[config.mk]
export PLATFORM = sky130hd
export DESIGN_NAME = rdfr_ctrl
export DESIGN_NICKNAME = d
export VERILOG_FILES = /design/src/sv/rdfr_pkg.sv /design/src/sv/rdfr_ctrl.sv
export SDC_FILE = /design/constraint.sdc
export NUM_CORES = 1
export LEC_CHECK = 0
export BUFFER_PORTS_ARGS = -buffer_cell sky130_fd_sc_hd__buf_4
export CORE_ASPECT_RATIO = 1.4
export CORE_MARGIN = 2
export CORE_UTILIZATION = 25
export CTS_CLUSTER_DIAMETER = 80
export CTS_CLUSTER_SIZE = 14
export DETAILED_ROUTE_END_ITERATION = 12
export GPL_TIMING_DRIVEN = 0
export SLEW_MARGIN = 20
export SYNTH_ARGS = -nofsm -noshare
export SYNTH_HDL_FRONTEND = slang
export SYNTH_SLANG_ARGS = --single-unit
[constraint.sdc]
create_clock -name clk -period 2.02 [get_ports clk]
set_input_delay 0.101 -clock clk [delete_from_list [all_inputs] [get_ports clk]]
set_output_delay 0.101 -clock clk [all_outputs]
set_load 0.02 [all_outputs]
[src/sv/rdfr_pkg.sv]
// shared constants, command codes and types for the rabin root recovery block
package rdfr_pkg;

    // prime width actually used from the prime registers
    localparam int PRIME_BITS = 32;
    localparam logic [31:0] PRIME_MASK = 32'((64'd1 << PRIME_BITS) - 64'd1);

    // divider dividend width: b*b + 4*c fits in 66 bits
    localparam int DIV_W     = 66;
    localparam int DIV_CNT_W = $clog2(DIV_W);

    // signed width of the euclid coefficients
    localparam int XW = 34;

    // datapath operations
    localparam logic [3:0] OP_NONE     = 4'd0;
    localparam logic [3:0] OP_LOAD     = 4'd1;
    localparam logic [3:0] OP_DIV      = 4'd2;
    localparam logic [3:0] OP_MUL      = 4'd3;
    localparam logic [3:0] OP_MM       = 4'd4;
    localparam logic [3:0] OP_POW_INIT = 4'd5;
    localparam logic [3:0] OP_E_SHIFT  = 4'd6;
    localparam logic [3:0] OP_EUC_INIT = 4'd7;
    localparam logic [3:0] OP_EUC_STEP = 4'd8;
    localparam logic [3:0] OP_EUC_END  = 4'd9;
    localparam logic [3:0] OP_OUT      = 4'd10;

    // divider jobs
    localparam logic [3:0] D_BMOD = 4'd0;
    localparam logic [3:0] D_CMOD = 4'd1;
    localparam logic [3:0] D_WMOD = 4'd2;
    localparam logic [3:0] D_ACC  = 4'd3;
    localparam logic [3:0] D_XSQ  = 4'd4;
    localparam logic [3:0] D_A1   = 4'd5;
    localparam logic [3:0] D_A2   = 4'd6;
    localparam logic [3:0] D_EUC  = 4'd7;

    // multiplier jobs
    localparam logic [3:0] M_BSQ  = 4'd0;
    localparam logic [3:0] M_ACCX = 4'd1;
    localparam logic [3:0] M_XX   = 4'd2;
    localparam logic [3:0] M_TPOS = 4'd3;
    localparam logic [3:0] M_TNEG = 4'd4;
    localparam logic [3:0] M_N    = 4'd5;
    localparam logic [3:0] M_EUC  = 4'd6;

    // serial modular multiplier jobs
    localparam logic [3:0] MM_CQ  = 4'd0;
    localparam logic [3:0] MM_CP  = 4'd1;
    localparam logic [3:0] MM_1A1 = 4'd2;
    localparam logic [3:0] MM_1A2 = 4'd3;
    localparam logic [3:0] MM_2B1 = 4'd4;
    localparam logic [3:0] MM_2B2 = 4'd5;

    // register indexes of the configuration port
    localparam logic [1:0] REG_PRIME_P  = 2'd0;
    localparam logic [1:0] REG_PRIME_Q  = 2'd1;
    localparam logic [1:0] REG_OFFSET_B = 2'd2;

    typedef struct packed {
        logic [3:0] op;
        logic [3:0] sel;
        logic       side;
    } dp_cmd_t;

    typedef struct packed {
        logic done;
        logic e_zero;
        logic e_lsb;
        logic rb_zero;
        logic degen;
        logic out_free;
    } dp_stat_t;

    // (a + b) mod n for a, b below n
    function automatic logic [63:0] add_mod(input logic [63:0] a, input logic [63:0] b,
                                            input logic [63:0] n);
        logic [63:0] gap;
        gap = n - b;
        if (a >= gap)
            add_mod = a - gap;
        else
            add_mod = a + b;
    endfunction

endpackage

[src/sv/rdfr_ctrl.sv]
// sequencer that steps the datapath through roots, euclid, crt and output
module rdfr_ctrl
    import rdfr_pkg::*;
(
    input  logic     clk,
    input  logic     rst_n,
    input  logic     s_tvalid,
    output logic     s_tready,
    input  dp_stat_t st,
    output dp_cmd_t  cmd
);

    localparam logic [4:0] ST_IDLE  = 5'd0;
    localparam logic [4:0] ST_CHK   = 5'd1;
    localparam logic [4:0] ST_WAIT  = 5'd2;
    localparam logic [4:0] ST_BMOD  = 5'd3;
    localparam logic [4:0] ST_CMOD  = 5'd4;
    localparam logic [4:0] ST_BSQ   = 5'd5;
    localparam logic [4:0] ST_WMOD  = 5'd6;
    localparam logic [4:0] ST_PINIT = 5'd7;
    localparam logic [4:0] ST_PTEST = 5'd8;
    localparam logic [4:0] ST_PACC  = 5'd9;
    localparam logic [4:0] ST_PSQ   = 5'd10;
    localparam logic [4:0] ST_PXX   = 5'd11;
    localparam logic [4:0] ST_PSH   = 5'd12;
    localparam logic [4:0] ST_TPOS  = 5'd13;
    localparam logic [4:0] ST_A1    = 5'd14;
    localparam logic [4:0] ST_TNEG  = 5'd15;
    localparam logic [4:0] ST_A2    = 5'd16;
    localparam logic [4:0] ST_SIDE  = 5'd17;
    localparam logic [4:0] ST_N     = 5'd18;
    localparam logic [4:0] ST_E0    = 5'd19;
    localparam logic [4:0] ST_ET    = 5'd20;
    localparam logic [4:0] ST_EM    = 5'd21;
    localparam logic [4:0] ST_ES    = 5'd22;
    localparam logic [4:0] ST_M0    = 5'd23;
    localparam logic [4:0] ST_M1    = 5'd24;
    localparam logic [4:0] ST_M2    = 5'd25;
    localparam logic [4:0] ST_M3    = 5'd26;
    localparam logic [4:0] ST_M4    = 5'd27;
    localparam logic [4:0] ST_M5    = 5'd28;
    localparam logic [4:0] ST_EMIT  = 5'd29;

    logic [4:0] state_reg, state_next;
    logic [4:0] ret_reg, ret_next;
    logic       side_reg, side_next;
    logic [1:0] idx_reg, idx_next;

    always_comb
    begin
        state_next = state_reg;
        ret_next   = ret_reg;
        side_next  = side_reg;
        idx_next   = idx_reg;
        cmd.op     = OP_NONE;
        cmd.sel    = '0;
        cmd.side   = side_reg;
        case (state_reg)
            ST_IDLE:
            begin
                if (s_tvalid)
                begin
                    cmd.op     = OP_LOAD;
                    state_next = ST_CHK;
                end
            end
            ST_CHK:
            begin
                idx_next  = '0;
                side_next = 1'b0;
                state_next = st.degen ? ST_EMIT : ST_BMOD;
            end
            ST_WAIT:
            begin
                if (st.done)
                    state_next = ret_reg;
            end
            ST_BMOD:
            begin
                cmd.op = OP_DIV;
                cmd.sel = D_BMOD;
                ret_next = ST_CMOD;
                state_next = ST_WAIT;
            end
            ST_CMOD:
            begin
                cmd.op = OP_DIV;
                cmd.sel = D_CMOD;
                ret_next = ST_BSQ;
                state_next = ST_WAIT;
            end
            ST_BSQ:
            begin
                cmd.op = OP_MUL;
                cmd.sel = M_BSQ;
                state_next = ST_WMOD;
            end
            ST_WMOD:
            begin
                cmd.op = OP_DIV;
                cmd.sel = D_WMOD;
                ret_next = ST_PINIT;
                state_next = ST_WAIT;
            end
            ST_PINIT:
            begin
                cmd.op = OP_POW_INIT;
                state_next = ST_PTEST;
            end
            ST_PTEST:
            begin
                if (st.e_zero)
                    state_next = ST_TPOS;
                else if (st.e_lsb)
                begin
                    cmd.op = OP_MUL;
                    cmd.sel = M_ACCX;
                    state_next = ST_PACC;
                end
                else
                begin
                    cmd.op = OP_MUL;
                    cmd.sel = M_XX;
                    state_next = ST_PXX;
                end
            end
            ST_PACC:
            begin
                cmd.op = OP_DIV;
                cmd.sel = D_ACC;
                ret_next = ST_PSQ;
                state_next = ST_WAIT;
            end
            ST_PSQ:
            begin
                cmd.op = OP_MUL;
                cmd.sel = M_XX;
                state_next = ST_PXX;
            end
            ST_PXX:
            begin
                cmd.op = OP_DIV;
                cmd.sel = D_XSQ;
                ret_next = ST_PSH;
                state_next = ST_WAIT;
            end
            ST_PSH:
            begin
                cmd.op = OP_E_SHIFT;
                state_next = ST_PTEST;
            end
            ST_TPOS:
            begin
                cmd.op = OP_MUL;
                cmd.sel = M_TPOS;
                state_next = ST_A1;
            end
            ST_A1:
            begin
                cmd.op = OP_DIV;
                cmd.sel = D_A1;
                ret_next = ST_TNEG;
                state_next = ST_WAIT;
            end
            ST_TNEG:
            begin
                cmd.op = OP_MUL;
                cmd.sel = M_TNEG;
                state_next = ST_A2;
            end
            ST_A2:
            begin
                cmd.op = OP_DIV;
                cmd.sel = D_A2;
                ret_next = ST_SIDE;
                state_next = ST_WAIT;
            end
            ST_SIDE:
            begin
                side_next  = !side_reg;
                state_next = side_reg ? ST_N : ST_BMOD;
            end
            ST_N:
            begin
                cmd.op = OP_MUL;
                cmd.sel = M_N;
                state_next = ST_E0;
            end
            ST_E0:
            begin
                cmd.op = OP_EUC_INIT;
                state_next = ST_ET;
            end
            ST_ET:
            begin
                if (st.rb_zero)
                begin
                    cmd.op = OP_EUC_END;
                    side_next = 1'b1;
                    state_next = side_reg ? ST_M0 : ST_E0;
                end
                else
                begin
                    cmd.op = OP_DIV;
                    cmd.sel = D_EUC;
                    ret_next = ST_EM;
                    state_next = ST_WAIT;
                end
            end
            ST_EM:
            begin
                cmd.op = OP_MUL;
                cmd.sel = M_EUC;
                state_next = ST_ES;
            end
            ST_ES:
            begin
                cmd.op = OP_EUC_STEP;
                state_next = ST_ET;
            end
            ST_M0:
            begin
                cmd.op = OP_MM;
                cmd.sel = MM_CQ;
                ret_next = ST_M1;
                state_next = ST_WAIT;
            end
            ST_M1:
            begin
                cmd.op = OP_MM;
                cmd.sel = MM_CP;
                ret_next = ST_M2;
                state_next = ST_WAIT;
            end
            ST_M2:
            begin
                cmd.op = OP_MM;
                cmd.sel = MM_1A1;
                ret_next = ST_M3;
                state_next = ST_WAIT;
            end
            ST_M3:
            begin
                cmd.op = OP_MM;
                cmd.sel = MM_1A2;
                ret_next = ST_M4;
                state_next = ST_WAIT;
            end
            ST_M4:
            begin
                cmd.op = OP_MM;
                cmd.sel = MM_2B1;
                ret_next = ST_M5;
                state_next = ST_WAIT;
            end
            ST_M5:
            begin
                cmd.op = OP_MM;
                cmd.sel = MM_2B2;
                ret_next = ST_EMIT;
                state_next = ST_WAIT;
            end
            ST_EMIT:
            begin
                if (st.out_free)
                begin
                    cmd.op = OP_OUT;
                    cmd.sel = {2'b00, idx_reg};
                    idx_next = idx_reg + 1'b1;
                    if (idx_reg == 2'd3)
                        state_next = ST_IDLE;
                end
            end
            default: state_next = ST_IDLE;
        endcase
    end

    always_ff @(posedge clk or negedge rst_n)
    begin
        if (!rst_n)
        begin
            state_reg <= ST_IDLE;
            ret_reg   <= ST_IDLE;
            side_reg  <= 1'b0;
            idx_reg   <= '0;
        end
        else
        begin
            state_reg <= state_next;
            ret_reg   <= ret_next;
            side_reg  <= side_next;
            idx_reg   <= idx_next;
        end
    end

    assign s_tready = state_reg == ST_IDLE;

endmodule

==> flow_summary.toml, run 1 <==
[floorplanning]
fp-row-count = 33
io_pins = 19
die_h_um = 95.3
die-area_um2 = 6600
die_w_um = 69.2
core_area_um2 = 5820
start_util = 0.256

[drt]
wirelength_mm = 5.23
via_per_inst = 6.10
via_count = 1775
wire_per_inst_um = 18.0
drt_drc_violations_left = 0
dr.pass1.iters = 7
drt_iter0_drc = 277
drtAntennaViolNets = 0

[layout]
final_common_cell = "buf_4"
final_area_um2 = 1840
final_cell_mix = "21 x buf_4, 15 x nand2_1, 14 x nor2_1, 14 x o21ai_0, 13 x dfrtp_1"
nFillCells = 624
num_antenna_cells = 0
regArea_um2 = 325
syn_to_final_growth_pct = 23.7
post-route-util = 0.316
layout.nets = 232
layout-drive-gt1-share = 0.258
multi_input_area_um2 = 1080

[critical_path]
critPathRequiredTime_ns = 1.92
crit_chain = "buf_2 > nor4b_1 > a22oi_1 > o32ai_2 > a211o_1 > buf_4"
path_class = "flop to primary output"
r2r-start = "state_reg[4]"
crit-reg2reg-capture = "state_reg[2]"
rrSetupSlack_ns = 0.26
r2r_cells = 4
critPathTopFamily = "compound AO/OA/AOI/OAI gates"
start_kind = "flop"
crit_path_max_fanout = 10
slowest_delay_ns = 0.45
path_buf_inv = 2
end_kind = "primary output"
slowest_stage = "dfrtp_1"
arrival_ns = 1.86

[placement]
place_area_um2 = 1700
hpwl_mm = 3.97
routabilityCongestion = 0.965
numPortBuffers = 17

[synthesis]
synthMuxAreaShare = 0.0202
synth_top_family_by_area = "compound AO/OA/AOI/OAI gates"
synth.avg_cell_area_um2 = 7.48
async_flop_share = 1.00
synthesis.nets = 209
ys.flop_type = "dfrtp_1"
synth.ff_latch_count = 13
yosysWarnings = 0
yosysSeqAreaShare = 0.218
synth_xor_area_frac = 0.00588
syn_area_um2 = 1490
synth-edff-count = 0
synth-simple-area-share = 0.291
netlist_instances = 199
synthAdderAreaFrac = 0.00840
synth_compound_area_frac = 0.355
synth.distinct_cells = 58

[min_path]
hold_path.startpoint = "st[5]"
hold_path_depth = 3
hold_class = "primary input to flop"
hold_end = "state_reg[1]"

[power_and_ir_drop]
clockPowerShare = 0.076
internal_power_mw = 1.38
p_switching_mw = 1.58
p_per_area_nw_per_um2 = 1610
power_frac_seq = 0.147
power_frac_comb = 0.777
ir_drop_mv = 0.375
switching_share = 0.533
p_total_mw = 2.96
p_leak_nw = 0.738

[clock_tree]
htreeDepth = 1
worstSkewPairLatency_ns = 0.24
cts_made_buffers = 3
clk_pin_slew_ns = 0.05
root_buffer = "clkbuf_8"
clkSinkCount = 13
clockBufferDepth = 2
cts_tree = "built"
post-cts-setup-buffer-count = 0

[global_routing]
first_global_vias = 1633
antenna_found_initial = 0
gr-total-overflow = 0
grtUsageTotal = 0.159
grt_pass1_wl_mm = 8.37
grt_max_degree = 14

[sta]
max_freq_ghz = 0.510
period_minus_slack_ns = 1.96
rsz0062_at_grt = "true"
finalSetupViolations = 0
skew_ns = 0.00243
tns_ns = 0
fin_crit_sh = 0.970
finalHoldViolCount = 0
slew_viol_final = 0

[flow_run]
maxCapViolations = 0

[run_status]
outcome = "finished, final reports clean"
==> cells by family after synthesis <==
group / Yosys count
compound gates: 72
xor+xnor: 1
fa+ha+maj: 1
buf+inv: 31
flops: 13
mux: 3
other cells: 1
simple gates: 77
==> tightest hold or removal path: stages <==
cell,delay (ns)
buf_4,0.08
or3_4,0.12
o21ai_0,0.07
==> per-layer routing <==
metal	routed length, µm	part of all wire	global-route usage
met5	0	0	0
met3	396	0.076	0.0190
met4	265	0.051	0.0948
met2	2620	0.50	0.291
met1	1950	0.37	0.177
==> power by group through the flow <==
stage                     Clock [mW]  Combinational [mW]  Sequential [mW]
final                          0.225                2.30            0.436
after global routing           0.244                2.47            0.447
after CTS                      0.234                2.15            0.429
after detailed placement           0                2.12            0.433
after global placement             0                2.15            0.429
after floorplan                    0                1.51            0.411
==> per-stage QoR <==
stage | std cells | hold slack, ns | worst slack (ns)
2_1_floorplan | 199 | -0.195 | 0.374
3_3_place_gp | 286 | -0.0447 | 0.0860
3_5_place_dp | 286 | -0.0430 | 0.0943
4_1_cts | 291 | 0.192 | 0.0158
5_1_grt | 291 | 0.197 | -0.00971
6_report | 291 | 0.192 | 0.0601
==> cells in the mapped netlist (2+ instances only) <==
cell,n,area share
nand2_1,15,0.038
nor2_1,14,0.035
o21ai_0,14,0.047
a21oi_1,13,0.044
dfrtp_1,13,0.22
buf_2,12,0.040
inv_1,10,0.025
nor2b_1,8,0.034
nand3_1,7,0.024
nand2b_1,6,0.025
o31ai_1,5,0.025
a32oi_1,4,0.024
nor3_1,4,0.013
a22o_1,3,0.018
a32o_1,3,0.020
and2_1,3,0.013
and3_1,3,0.013
buf_1,3,0.0076
clkbuf_1,3,0.0076
mux2i_1,3,0.020
a21o_1,2,0.010
a221o_1,2,0.013
a221oi_1,2,0.012
a311oi_1,2,0.012
a31oi_1,2,0.0084
and4b_1,2,0.013
buf_4,2,0.010
nand3b_1,2,0.010
nand4_1,2,0.0084
nor4b_1,2,0.012
o21a_1,2,0.010
o21bai_1,2,0.010
o2bb2ai_1,2,0.012
o32ai_1,2,0.012
or3_4,2,0.015
==> area by class of cell <==
cell class,count,area share
tap,70,0.0476
multi-input combinational,155,0.585
clock buffer,4,0.0245
buffer,21,0.0713
inverter,10,0.0204
timing repair buffer,18,0.0747
sequential,13,0.177
==> how the worst max path moves through the flow <==
stage,startpoint,endpoint,depth (start not counted)
CTS,state_reg[2],cmd[1],7
global placement,state_reg[3],cmd[1],6
floorplan,state_reg[2],cmd[2],6
finish,state_reg[4],cmd[1],6
detailed placement,state_reg[3],cmd[1],6
global route,state_reg[0],cmd[5],7
==> timing repair <==
action                                  CTS  global route
endpoints found under the hold margin    13             0
pin swaps                                 1             0
cloned                                    0             0
resized for setup                         6            18
endpoints found under the setup margin    4             6
hold buffers                              1             0
No activity file was read; power rests on OpenSTA's default activity.
==> run 2: changes to the inputs <==
==> constraint.sdc (replaced) <==
create_clock -name clk -period 1.8 [get_ports clk]
set_input_delay 0.09 -clock clk [delete_from_list [all_inputs] [get_ports clk]]
set_output_delay 0.09 -clock clk [all_outputs]
set_load 0.02 [all_outputs]
==> run 2 against run 1 <==
The run now ends with setup timing left. Design area increased by 13%. Utilization increased by 4.1 points. Routed wire length grew 7.3%. Setup slack worse by 0.14 ns. Power grew 30%. Non-clock buffer count up 11. Worst hold slack got worse by 0.0033 ns. First-iteration DRC count increased by 17%. Global-route usage increased by 0.67 points. Critical path depth is 1 higher. Critical path type unchanged. Largest cell class unchanged. Highest routed layer unchanged.
==> flow_summary.toml, run 2 (synthesis gave the netlist of run 1 again) <==
[min_path]
hold_class = "primary input to flop"
hold_path.startpoint = "st[5]"

[critical_path]
critPathMostFrequentCell = "buf_6"
critPathTopFamily = "compound AO/OA/AOI/OAI gates"
end_kind = "primary output"
r2r-start = "state_reg[3]"
slowest_delay_ns = 0.39
arrival_ns = 1.79
crit_chain = "buf_6 > buf_6 > nor2_1 > a32oi_2 > o32ai_2 > a211o_1 > buf_4"
critPathRequiredTime_ns = 1.71
slowest_stage = "dfrtp_1"
path_buf_inv = 3
crit_start = "state_reg[0]"
crit_path_max_fanout = 10
path_class = "flop to primary output"
start_kind = "flop"

[clock_tree]
clkSinkCount = 13
htreeDepth = 1
cts_made_buffers = 3
clk_pin_slew_ns = 0.05
cts_tree = "built"
clockBufferDepth = 2
root_buffer = "clkbuf_8"
worstSkewPairLatency_ns = 0.24

[sta]
rsz0062_at_grt = "true"
tns_ns = -0.176
period_minus_slack_ns = 1.88
layout_setup_ws_ns = -0.0807
skew_ns = 0.00278
fin_crit_sh = 1.04
finalHoldViolCount = 0
finalSetupViolations = 7
holdWs_ns = 0.189
slew_viol_final = 0
max_freq_ghz = 0.532

[drt]
drt_drc_violations_left = 0
via_per_inst = 6.05
wirelength_mm = 5.61
dr.pass1.iters = 5
drt_iter0_drc = 323
drtAntennaViolNets = 0
via_count = 1827
wire_per_inst_um = 18.6

[global_routing]
gr-total-overflow = 0
first_global_vias = 1680
grt_pass1_wl_mm = 8.71
antenna_found_initial = 0
grt_max_degree = 14
grtUsageTotal = 0.166

[layout]
layout-drive-gt1-share = 0.362
finalNonFillerCells = 302
layout.nets = 243
final_cell_mix = "31 x buf_4, 14 x nand2_1, 12 x nor2_1"
regArea_um2 = 328
num_antenna_cells = 0
post-route-util = 0.358
nFillCells = 596
final_common_cell = "buf_4"
multi_input_area_um2 = 1160
syn_to_final_growth_pct = 39.9

[placement]
numPortBuffers = 17
hpwl_mm = 3.97
placedCellCount = 286
routabilityCongestion = 0.965

[run_status]
outcome = "finished, violations left"
violations = "setup timing"

[floorplanning]
die_w_um = 69.2
start_util = 0.256
die-area_um2 = 6600
fp-row-count = 33
core_area_um2 = 5820
io_pins = 19
die_h_um = 95.3

[flow_run]
maxCapViolations = 0

[power_and_ir_drop]
p_leak_nw = 0.837
p_per_area_nw_per_um2 = 1840
ir_drop_mv = 0.421
==> run 2: cell types whose count changed in the layout (fill, tap and decap cells not counted), sizes merged <==
cell	change
clkinvlp	+1
inv	-1
buf	+11
==> run 2: final timing paths <==
| path | to | slack [ns] | cells after the start |
|---|---|---|---|
| worst max-delay path | cmd[1] | -0.08 | 7 |
| worst max register to register | state_reg[4] | -0.02 | 5 |
| worst min-delay path | state_reg[1] | 0.19 | 3 |
| worst min register to register | ret_reg[3] | 0.52 | 1 |
| max in group asynchronous | state_reg[4] | 1.39 | 2 |
| min in group asynchronous | side_reg | 0.23 | 2 |
==> run 2: where the power goes <==
group | leakage (nW) | switching (mW) | internal [mW]
Sequential | 0.166 | 0.0983 | 0.404
Clock | 0.0228 | 0.0972 | 0.156
Combinational | 0.648 | 1.76 | 1.32
==> run 2: layout make-up <==
type	instances	area share
Multi-Input combinational cell	155	0.556
Sequential cell	13	0.157
Timing Repair Buffer	29	0.108
Buffer	21	0.0961
Tap cell	70	0.0420
Clock buffer	4	0.0216
Inverter	10	0.0198
==> run 2: routing by layer <==
layer / GRT usage / routed length (µm) / vias to the layer above
met2: 0.301 / 2830 / 122
li1: - / - / 816
met1: 0.182 / 2020 / 855
met5: 0 / 0 / -
met4: 0.105 / 294 / 0
met3: 0.0222 / 461 / 34
==> run 2: worst min-delay path, cell delays in order <==
cell and delay [ns]:
buf_4 0.08, or3_4 0.13, o21ai_0 0.08
==> run 2: per-stage QoR <==
stage	total power, mW	setup WS, ns	area [µm²]
2_1_floorplan	2.16	0.165	1490
3_3_place_gp	2.89	-0.123	1700
3_5_place_dp	2.86	-0.115	1700
4_1_cts	3.45	-0.0417	1940
5_1_grt	4.05	-0.144	2080
6_report	3.84	-0.0807	2080
==> run 2: repair_timing <==
action                     4_1_cts  5_1_grt
hold buffers                     1        0
pin swaps                        4        2
setup endpoints to repair       12       12
hold endpoints to repair        13        0
gates resized for setup         42       27
buffers inserted                 3        8
==> run 3: changes to the inputs <==
--- a/config.mk
+++ b/config.mk
@@ -6,13 +6,17 @@
 export NUM_CORES = 1
 export LEC_CHECK = 0
 export BUFFER_PORTS_ARGS = -buffer_cell sky130_fd_sc_hd__buf_4
+export CELL_PAD_IN_SITES_DETAIL_PLACEMENT = 1
+export CELL_PAD_IN_SITES_GLOBAL_PLACEMENT = 1
 export CORE_ASPECT_RATIO = 1.4
 export CORE_MARGIN = 2
 export CORE_UTILIZATION = 25
 export CTS_CLUSTER_DIAMETER = 80
 export CTS_CLUSTER_SIZE = 14
 export DETAILED_ROUTE_END_ITERATION = 12
+export GPL_ROUTABILITY_DRIVEN = 1
 export GPL_TIMING_DRIVEN = 0
+export PLACE_DENSITY_LB_ADDON = 0.1
 export SLEW_MARGIN = 20
 export SYNTH_ARGS = -nofsm -noshare
 export SYNTH_HDL_FRONTEND = slang
==> run 3 against run 2 <==
The flow still finishes with violations (setup timing). Setup slack worse by 0.0044 ns. First-iteration DRC count down 46%. Combinational power grew 21%.
==> flow_summary.toml, run 3 (synthesis gave the netlist of run 1 again) <==
[sta]
max_freq_ghz = 0.530
slew_viol_final = 0
tns_ns = -0.226
rsz0062_at_grt = "true"
finalSetupViolations = 7
period_minus_slack_ns = 1.89
skew_ns = 0.00222
fin_crit_sh = 1.05
layout_setup_ws_ns = -0.0851
finalHoldViolCount = 0

[power_and_ir_drop]
internal_power_mw = 2.26
clockPowerShare = 0.057
p_per_area_nw_per_um2 = 1910
power_frac_seq = 0.112
p_leak_nw = 0.959
p_switching_mw = 2.21
power_frac_comb = 0.831
switching_share = 0.495
ir_drop_mv = 0.647

[critical_path]
r2r-start = "state_reg[3]"
crit_chain = "buf_6 > nor2b_4 > a22oi_2 > o32ai_2 > a211o_1 > buf_6"
critPathRequiredTime_ns = 1.71
slowest_delay_ns = 0.44
slowest_stage = "dfrtp_1"
rrSetupSlack_ns = -0.03
crit-reg2reg-capture = "state_reg[4]"
end_kind = "primary output"
critPathMostFrequentCell = "buf_6"
arrival_ns = 1.80
path_class = "flop to primary output"
crit_path_max_fanout = 10
r2r_cells = 5
start_kind = "flop"

[drt]
via_per_inst = 5.84
wirelength_mm = 7.01
drt_drc_violations_left = 0
wire_per_inst_um = 21.8
dr.pass1.iters = 4
drtAntennaViolNets = 0
via_count = 1880
drt_iter0_drc = 175

[layout]
nFillCells = 699
layout-drive-gt1-share = 0.444
num_antenna_cells = 0
finalNonFillerCells = 322
final_common_cell = "buf_4"
multi_input_area_um2 = 1220
final_area_um2 = 2350
regArea_um2 = 327
post-route-util = 0.403
syn_to_final_growth_pct = 57.6
final_cell_mix = "48 x buf_4, 15 x nand2_1, 12 x buf_6, 12 x dfrtp_1"
layout.nets = 263

[global_routing]
grtUsageMet1 = 0.242
grt_pass1_wl_mm = 10.7
antenna_found_initial = 0
grtUsageTotal = 0.207
grt_max_degree = 14
gr-total-overflow = 0
grt_util_met3 = 0.0148
first_global_vias = 1935
busiest_layer = "met2"
met2_usage = 0.393

[placement]
post-place-ws_ns = -0.196
numPortBuffers = 17
routabilityCongestion = 0.822
hpwl_mm = 4.85
placedCellCount = 286
place_area_um2 = 1700

[run_status]
outcome = "finished, violations left"
violations = "setup timing"

[clock_tree]
clkSinkCount = 13
htreeDepth = 1
root_buffer = "clkbuf_8"
worstSkewPairLatency_ns = 0.24
clockBufferDepth = 2
cts_made_buffers = 3
cts_tree = "built"
clk_pin_slew_ns = 0.05

[floorplanning]
die_w_um = 69.2
start_util = 0.256
core_area_um2 = 5820
die_h_um = 95.3
io_pins = 19
fp-row-count = 33
die-area_um2 = 6600

[min_path]
hold_path.startpoint = "st[5]"
hold_class = "primary input to flop"
hold_end = "state_reg[1]"
hold_path_depth = 3

[flow_run]
maxCapViolations = 0
[run 3: changes by cell type in the layout (fill, tap and decap cells not counted), moves of 2 or more]
cell / previous run / this run
buf_4: 31 / 48
buf_8: 0 / 3
nor2_1: 12 / 10
nor2_2: 2 / 4
nor3_1: 4 / 2
nor3_2: 0 / 2
o21ai_1: 2 / 4
[run 3: how the worst max path moves through the flow]
stage,from,slack [ns],end,depth (start not counted)
2_1_floorplan,state_reg[2],0.17,cmd[2],6
3_3_place_gp,state_reg[0],-0.19,ret_reg[4],5
3_5_place_dp,state_reg[2],-0.20,cmd[5],7
4_1_cts,state_reg[2],-0.03,cmd[2],6
5_1_grt,state_reg[3],-0.16,cmd[1],6
6_report,state_reg[3],-0.09,cmd[1],6
[run 3: power by group through the flow]
| stage | registers (mW) | clock network, mW | logic (mW) |
|---|---|---|---|
| 2_1_floorplan | 0.461 | 0 | 1.70 |
| 3_3_place_gp | 0.487 | 0 | 2.52 |
| 3_5_place_dp | 0.494 | 0 | 2.51 |
| 4_1_cts | 0.494 | 0.268 | 3.16 |
| 5_1_grt | 0.515 | 0.282 | 3.93 |
| 6_report | 0.500 | 0.256 | 3.72 |
[run 3: timing repair]
item,CTS,global route
endpoints found under the setup margin,13,15
buffers inserted,17,15
hold endpoints to repair,13,0
resized for setup,59,29
hold buffers,1,0
pin swaps,9,9
[run 3: final cells by class]
type / instances / share of cell area
well taps: 70 / 0.0373
flip-flops and latches: 13 / 0.139
plain buffers: 20 / 0.0981
inverters: 10 / 0.0176
clock buffers: 4 / 0.0192
repair buffers: 50 / 0.169
multi-input cells: 155 / 0.520
[run 3: critical path, delay by kind of cell (launching register included)]
family | cells | cell delay (ns)
AOI/OAI and AO/OA | 3 | 0.58
buffers and inverters | 2 | 0.29
DFF | 1 | 0.44
and+or+nand+nor | 1 | 0.24
[run 3: per-layer routing]
layer,share of wire,wire [µm]
met1,0.40,2810
met2,0.54,3760
met3,0.039,272
met4,0.023,163
met5,0,0
[run 3: through the flow]
stage | hold slack (ns) | power, mW
CTS | 0.175 | 3.92
floorplan | -0.206 | 2.16
global route | 0.192 | 4.73
finish | 0.185 | 4.47
global placement | -0.0537 | 3.00
detailed placement | -0.0523 | 3.01
